**config.mk**
```make
export PLATFORM = sky130hd
export DESIGN_NAME = mpc_front_flat
export DESIGN_NICKNAME = d
export VERILOG_FILES = /design/src/hdl/mpc_pkg.sv /design/src/hdl/mpc_if.sv /design/src/hdl/mpc_front.sv /design/src/flat_wrapper.sv
export SDC_FILE = /design/constraint.sdc
export NUM_CORES = 1
export LEC_CHECK = 0
export BUFFER_PORTS_ARGS = -buffer_cell sky130_fd_sc_hd__buf_4
export CORE_MARGIN = 4
export CORE_UTILIZATION = 50
export CTS_BUF_LIST = sky130_fd_sc_hd__clkbuf_16
export DETAILED_ROUTE_END_ITERATION = 10
export GPL_TIMING_DRIVEN = 0
export PLACE_DENSITY_LB_ADDON = 0.1
export SLEW_MARGIN = 25
export SYNTH_ARGS = -nofsm -noshare
export SYNTH_HDL_FRONTEND = slang
export SYNTH_SLANG_ARGS = --single-unit
```
**constraint.sdc**
```tcl
create_clock -name clk -period 3.5 [get_ports clk]
set_input_delay 0.7 -clock clk [delete_from_list [all_inputs] [get_ports clk]]
set_output_delay 0.7 -clock clk [all_outputs]
set_load 0.05 [all_outputs]
```
**src/hdl/mpc_pkg.sv**
```systemverilog
package mpc_pkg;

    localparam int MAX_LEN     = 1024;
    localparam int ADDR_W      = $clog2(MAX_LEN);
    localparam int CNT_W       = ADDR_W + 1;
    localparam int LEN_W       = CNT_W + 1;
    localparam int COEF_W      = 30;
    localparam int MOD_W       = 31;
    localparam int FUNC_W      = 2;
    localparam int QIDX_W      = 11;
    localparam int STAT_W      = 2;
    localparam int QUEUE_DEPTH = 2;
    localparam int QPTR_W      = $clog2(QUEUE_DEPTH);
    localparam int BIT_W       = $clog2(COEF_W);

    localparam logic [MOD_W-1:0] MOD_RESET = 31'd998244353;

    localparam logic [STAT_W-1:0] ST_OK    = 2'd0;
    localparam logic [STAT_W-1:0] ST_RANGE = 2'd1;
    localparam logic [STAT_W-1:0] ST_FULL  = 2'd2;

    typedef enum logic [FUNC_W-1:0] {
        OP_APPEND_A = 2'd0,
        OP_APPEND_B = 2'd1,
        OP_QUERY    = 2'd2,
        OP_CLEAR    = 2'd3
    } op_t;

    typedef struct packed {
        op_t               op;
        logic [COEF_W-1:0] coef;
        logic [QIDX_W-1:0] qidx;
    } cmd_t;

endpackage

```
**src/hdl/mpc_if.sv**
```systemverilog
interface mpc_item_if import mpc_pkg::*; ();
    logic              valid;
    logic              ready;
    logic [FUNC_W-1:0] func;
    logic [COEF_W-1:0] coef_in;
    logic [QIDX_W-1:0] query_index;

    modport source (output valid, func, coef_in, query_index, input ready);
    modport sink   (input valid, func, coef_in, query_index, output ready);
endinterface


```
**src/hdl/mpc_front.sv**
```systemverilog
module mpc_front import mpc_pkg::*; (
    input  logic         clk,
    input  logic         rst_n,
    mpc_item_if.sink     items,
    output logic         cmd_valid,
    output cmd_t         cmd,
    input  logic         cmd_pop
);

    cmd_t              queue_reg [QUEUE_DEPTH];
    logic [QPTR_W-1:0] wr_ptr_reg;
    logic [QPTR_W-1:0] rd_ptr_reg;
    logic [QPTR_W:0]   count_reg;
    cmd_t              new_cmd;
    logic              push;
    logic              pop;

    always_comb
    begin
        new_cmd.op   = op_t'(items.func);
        new_cmd.coef = items.coef_in;
        new_cmd.qidx = items.query_index;
    end

    assign items.ready = (count_reg != (QPTR_W+1)'(QUEUE_DEPTH));
    assign push        = items.valid && items.ready;
    assign cmd_valid   = (count_reg != '0);
    assign pop         = cmd_pop && cmd_valid;
    assign cmd         = queue_reg[rd_ptr_reg];

    always_ff @(posedge clk)
    begin
        if (push)
        begin
            queue_reg[wr_ptr_reg] <= new_cmd;
        end
    end

    always_ff @(posedge clk or negedge rst_n)
    begin
        if (!rst_n)
        begin
            wr_ptr_reg <= '0;
            rd_ptr_reg <= '0;
            count_reg  <= '0;
        end
        else
        begin
            if (push)
            begin
                wr_ptr_reg <= wr_ptr_reg + 1'b1;
            end
            if (pop)
            begin
                rd_ptr_reg <= rd_ptr_reg + 1'b1;
            end
            unique case ({push, pop})
                2'b10:   count_reg <= count_reg + 1'b1;
                2'b01:   count_reg <= count_reg - 1'b1;
                default: count_reg <= count_reg;
            endcase
        end
    end

endmodule

```
**src/flat_wrapper.sv**
```systemverilog
// flat-port wrapper written by rule: the top's interface ports become plain ports
module mpc_front_flat import mpc_pkg::*;
  (clk, rst_n, cmd_valid, cmd, cmd_pop, items_valid, items_func, items_coef_in, items_query_index, items_ready);
  mpc_item_if items_i ();
  input  logic clk;
  input  logic rst_n;
  output logic cmd_valid;
  output cmd_t cmd;
  input  logic cmd_pop;
  input wire logic [$bits(items_i.valid)-1:0] items_valid;
  input wire logic [$bits(items_i.func)-1:0] items_func;
  input wire logic [$bits(items_i.coef_in)-1:0] items_coef_in;
  input wire logic [$bits(items_i.query_index)-1:0] items_query_index;
  output wire logic [$bits(items_i.ready)-1:0] items_ready;
  assign items_i.valid = items_valid;
  assign items_i.func = items_func;
  assign items_i.coef_in = items_coef_in;
  assign items_i.query_index = items_query_index;
  assign items_ready = items_i.ready;
  mpc_front u_core (.clk(clk), .rst_n(rst_n), .items(items_i), .cmd_valid(cmd_valid), .cmd(cmd), .cmd_pop(cmd_pop));
endmodule
```
==> run metrics, run 1 <==
outcome=finished clean; synth-to-layout area growth=34.8%; pre-CTS setup slack=approximately 1.6 ns; layout cells sized above 1=roughly 61%; initial antenna violation count=0; Mapped Cells=151; fin. max-slew vios=0; switch share=around two fifths; Seq cells post-synth=90; Critical Path Fanout Max=10; Final WS setup=1.27 ns; # hold bufs at CTS=0; Internal=roughly 2.8 mW; placed cell areas=0.00419 mm2; max_cap viols=0; nets=about 300; number of vias per cell=4.96; GR Util All Layers=between 10% and 20%; worst hold-check path type=in2async; Routed Antenna Nets=0; Synth Area per Inst=between 20 and 25 um2; cell count of the worst reg-to-reg path=3; CORE AREA=~0.0064 mm2; clock sinks=90; number of fillers in the final layout=436; Starting Density=about half; Reg power frac=between 30% and 40%; I/O pin count=92; Logic pwr share=45.1%; Final Cell Area=approximately 0.0045 mm2; Ys Warns=0; # Post-CTS Setup Buffers=0; commonest non-fill, non-tap cell in the layout=buf_4; GPL Wtd Cong=roughly 0.73; final hold viol count=0; Root Buffer=clkbuf_16; Clock Power Share=20.6%; WL final=around 5600 um; Worst-Skew Late Latency=approximately 0.32 ns; Slew HR=slightly above 60%; post_cts resized=0; vias in the first global route=1733; first-pass GRT wire length=between 8000 and 9000 um; Worst Setup Start Kind=flop; setup violators final=0; Slew @ Worst Pin=around 0.58 ns; most frequent cells in the layout=buf_4 (91), edfxtp_1 (86), mux2_2 (40); Die ar.=approximately 0.008 mm2; end of the critical path=cmd[10]; nature of the critical path endpoint=primary output; Cell Area, Synth=0.00333 mm2; Rows=29; NetSw=about 1.7 mW; pin count of the biggest net entering global routing=23; VDD IR max=0.000646 V; critical path arrival=between 1.5 and 2 ns; final core utilization=a little over two thirds; Die Y=89.6 um; Critical R2R Launch=u_core.count_reg[0]$_DFFE_PN0P_; synth top area cells=edfxtp_1 (78%), mux2_2 (14%), dfrtp_1 (3.0%); Yosys top cell by area=edfxtp_1; Buffers on Ports=slightly above 90; final worst-path cycle share=between 60 and 70%; final setup skew=0.00622 ns; Clock Tree Buf Depth=2; DRC Markers=0; syn_nets=199; type of the worst setup path=reg2out; max reg flops=86; PD cells=999 mW/mm2; Leakage=between 1.5 and 2 nW; Max Fclk=449 MHz; DR WL/cell=16.5 um; worst reg2reg endpoint=u_core.queue_reg[1][10]$_DFFE_PP_; total CTS buffers=9; CP startpoint=u_core.rd_ptr_reg$_DFFE_PN0P_; reg2reg setup slack=1.78 ns; level count of the clock H-tree=3; Chip Width=approximately 90 um; Yosys top cell area share=slightly below 80%; Seq/Total Area, Yosys=between 80% and 90%; WP data required=about 2.8 ns; Pre-antenna DRT Iters=4; gr ovfl total=0; Synth cell types=14; Worst-path clk slew=approximately 0.06 ns; CTS tree=built; # diodes=0; RSZ-0062 raised after global routing=false; vias=between 1.5k and 2k; crit path time final=between 2 and 2.5 ns; DP Wirelength=around 3800 um; Initial DRC Count=88
## critical path, stage by stage (launching register included)
cell and delay [ns]:
dfrtp_1 0.34, buf_6 0.14, buf_6 0.16, mux2_2 0.36, buf_4 0.19
## how the worst min path moves through the flow
stage | to | slack (ns) | cells after the start
floorplan | u_core.count_reg[0]$_DFFE_PN0P_ | 0.40 | 0
global placement | u_core.count_reg[1]$_DFFE_PN0P_ | 0.48 | 1
detailed placement | u_core.count_reg[1]$_DFFE_PN0P_ | 0.48 | 1
CTS | u_core.count_reg[1]$_DFFE_PN0P_ | 0.15 | 1
global route | u_core.wr_ptr_reg$_DFFE_PN0N_ | 0.15 | 1
finish | u_core.count_reg[1]$_DFFE_PN0P_ | 0.16 | 1
## power by group through the flow
| stage | sequential [mW] | clock [mW] | combinational, mW |
|---|---|---|---|
| 6_report | 1.54 | 0.923 | 2.02 |
| 5_1_grt | 1.57 | 1.00 | 2.12 |
| 4_1_cts | 1.54 | 0.946 | 2.05 |
| 3_5_place_dp | 1.57 | 0 | 2.05 |
| 3_3_place_gp | 1.57 | 0 | 1.97 |
| 2_1_floorplan | 1.55 | 0 | 1.45 |
## layer usage
layer / track usage, % / wire length, um / up-vias
met5: 0 / 0 / -
met4: 5.68 / 48 / 0
met1: 17.1 / 2160 / 817
li1: - / - / 802
met3: 5.93 / 421 / 4
met2: 24.2 / 2960 / 54
## stage by stage
stage | setup TNS [ns] | hold WS [ns] | instances | total power, mW
after floorplan | 0 | 0.404 | 151 | 3.01
after global placement | -30.31 | 0.477 | 319 | 3.54
after detailed placement | 0 | 0.483 | 322 | 3.61
after CTS | 0 | 0.145 | 338 | 4.54
after global routing | 0 | 0.147 | 338 | 4.69
final | 0 | 0.156 | 338 | 4.49
## area by class of cell
class	instances	area, um2	area share [%]
Buffer	5	56.3	1.25
Clock buffer	9	225	5.02
Timing Repair Buffer	94	758	16.9
Multi-Input combinational cell	56	599	13.4
Sequential cell	90	2680	59.8
Tap cell	77	96.3	2.15
Clock inverter	7	70.1	1.56
## cells by family after synthesis
kind of cell  share of synthesized area [%]
flops                                  80.6
mux                                    14.9
simple gates                           1.17
xor+xnor                               1.32
buf+inv                                1.69
fa+ha+maj                             0.376
## Yosys cell counts
library cell	count
and2_4	1
and3_1	1
buf_6	5
dfrtp_1	4
edfxtp_1	86
ha_1	1
mux2_2	40
mux2_4	3
nand2_1	1
nand2b_1	1
nor2_1	2
or2_1	1
xnor2_1	3
xor2_1	2
Note: power is estimated with default switching activity, not from simulation.
==> run 2, diff against run 1 <==
- CORE_UTILIZATION: 50 -> 46
- clock period: 3.5 -> 2 ns (I/O delays scaled with it)
==> run 2 against run 1 <==
Compared with the run above: die area rose by 7.9%; highest routed layer unchanged; total power increased by 71%; first-iteration DRC count fell by 63%.
==> run metrics, run 2 (synthesized netlist as in run 1, its figures left out) <==
fin cells=356 (+5.3%); Placed Instances=339 (+5.3%); GR Util All Layers=13.4% (-1.2 points); max_cap viols=0 (unchanged); worst reg2reg endpoint=u_core.queue_reg[0][18]$_DFFE_PP_; layout cells sized above 1=61.5% (+0.62 points); CTS tree=built; vias in the first global route=1843 (+6.3%); Die ar.=0.00866 mm2 (+7.9%); Routed Antenna Nets=0 (unchanged); multi-input logic area=606 um2 (+1.0%); commonest non-fill, non-tap cell in the layout=buf_4; total CTS buffers=9 (unchanged); Slew @ Worst Pin=0.649 ns (+0.0674 ns); max reg flops=86 (unchanged); clock sinks=90 (unchanged); type of the worst setup path=reg2out; cell count of the worst reg-to-reg path=4 (+1); DRC Markers=0 (unchanged); pin count of the biggest net entering global routing=44 (+91%); reg2reg setup slack=0.17 ns (-1.61 ns); crit path time final=~1.9 ns; number of vias per cell=4.66 (-6.1%); vias=1658 (-1.1%); post-route setup TNS=0 ns (unchanged); GPL Wtd Cong=0.662 (-9.9%); RSZ-0062 raised after global routing=false; I/O pin count=92 (unchanged); CORE AREA=0.00691 mm2 (+7.5%); Worst-Skew Late Latency=0.33 ns (about the same); # diodes=0 (unchanged); Pre-antenna DRT Iters=4 (unchanged); DP Wirelength=3600 um (-5.7%); critical path arrival=1.52 ns (about the same); setup violators final=0 (unchanged); Max Fclk=roughly 520 MHz; worst hold-check path type=in2reg; outcome=finished clean; Leakage=1.68 nW (-1.7%); PD cells=1720 mW/mm2 (+73%); nature of the critical path endpoint=primary output; Critical Path Fanout Max=10 (unchanged); # Post-CTS Setup Buffers=0 (unchanged); fin. max-slew vios=0 (unchanged); Buffers on Ports=91 (unchanged); initial antenna violation count=0 (unchanged); synth-to-layout area growth=33.9%; WP data required=1.60 ns (-1.20 ns); first-pass GRT wire length=8670 um (+2.9%); Starting Density=48.2% (-3.6 points); hold path cells=1; Initial DRC Count=33 (-63%); WL final=5420 um (-3.0%); Slew HR=56.6% (-4.6 points); Chip Width=93.1 um (+3.9%); level count of the clock H-tree=3 (unchanged); FF+latch area=0.00268 mm2 (unchanged); Root Buffer=clkbuf_16; final hold viol count=0 (unchanged); DR WL/cell=15.2 um (-7.9%); VDD IR max=0.000949 V (+47%); Rows=30 (+3.4%); worst hold endpoint=u_core.queue_reg[1][30]$_DFFE_PP_; final worst-path cycle share=between 90 and 100%; final setup skew=0.00541 ns (-0.000813 ns); nets=303 (-0.33%); Critical R2R Launch=u_core.count_reg[0]$_DFFE_PN0P_; Die Y=93.1 um (+3.9%); number of fillers in the final layout=517 (+19%); most frequent cells in the layout=buf_4 (91), edfxtp_1 (86), mux2_2 (40); hold path start=items_coef_in[19]; Worst Setup Start Kind=flop; gr ovfl total=0 (unchanged); Worst-path clk slew=0.07 ns (about the same); Clock Tree Buf Depth=2 (unchanged)
[run 2: critical path, stage by stage (launching register included)]
cell	delay (ns)
dfrtp_1	0.34
buf_6	0.15
buf_6	0.16
mux2_2	0.35
buf_4	0.19
[run 2: cell type report]
class | count | area share [%]
sequential | 90 | 60.2
timing repair buffer | 93 | 16.0
multi-input combinational | 56 | 13.6
clock buffer | 9 | 5.05
tap | 96 | 2.70
buffer | 5 | 1.26
clock inverter | 7 | 1.21
[run 2: how the worst max path moves through the flow]
stage	startpoint	endpoint	depth (start not counted)
2_1_floorplan	u_core.count_reg[0]$_DFFE_PN0P_	u_core.queue_reg[0][0]$_DFFE_PP_	3
4_1_cts	u_core.rd_ptr_reg$_DFFE_PN0P_	cmd[29]	4
6_report	u_core.rd_ptr_reg$_DFFE_PN0P_	cmd[12]	4
3_3_place_gp	u_core.count_reg[0]$_DFFE_PN0P_	u_core.queue_reg[0][7]$_DFFE_PP_	3
3_5_place_dp	u_core.count_reg[0]$_DFFE_PN0P_	u_core.queue_reg[1][30]$_DFFE_PP_	2
5_1_grt	u_core.count_reg[0]$_DFFE_PN0P_	u_core.queue_reg[0][17]$_DFFE_PP_	4
[run 2: power by group]
group | internal, mW | switching, mW | total [mW]
clock | 0.849 | 0.694 | 1.54
combinational | 1.21 | 2.24 | 3.45
sequential | 2.58 | 0.110 | 2.69
[run 2: metrics by stage]
step | instance area, um2 | setup slack, ns | power [mW] | utilization, % | hold WS (ns)
CTS | 4450 | 0.0519 | 7.79 | 64.5 | 0.240
global route | 4460 | 0.00887 | 8.03 | 64.5 | 0.239
detailed placement | 4160 | 0.111 | 6.24 | 60.3 | 0.201
global placement | 4140 | -0.146 | 6.19 | 60.0 | 0.200
finish | 4460 | 0.0797 | 7.69 | 64.5 | 0.249
floorplan | 3340 | 0.0239 | 5.26 | - | 0.104
[run 2: what timing repair did]
action	in CTS	in global routing
hold buffers	1	0
setup endpoints to repair	0	0
resized for setup	0	0
hold endpoints to repair	4	0
[run 2: per-layer routing]
layer  part of all wire [%]  GRT usage, %  routed length [um]  vias up
li1                       -             -                   -      798
met1                     38          14.9                2070      798
met2                     53          23.5                2880       53
met3                    6.9          3.94                 375        9
met4                    1.9          6.59                 101        0
met5                      0             0                   0        -
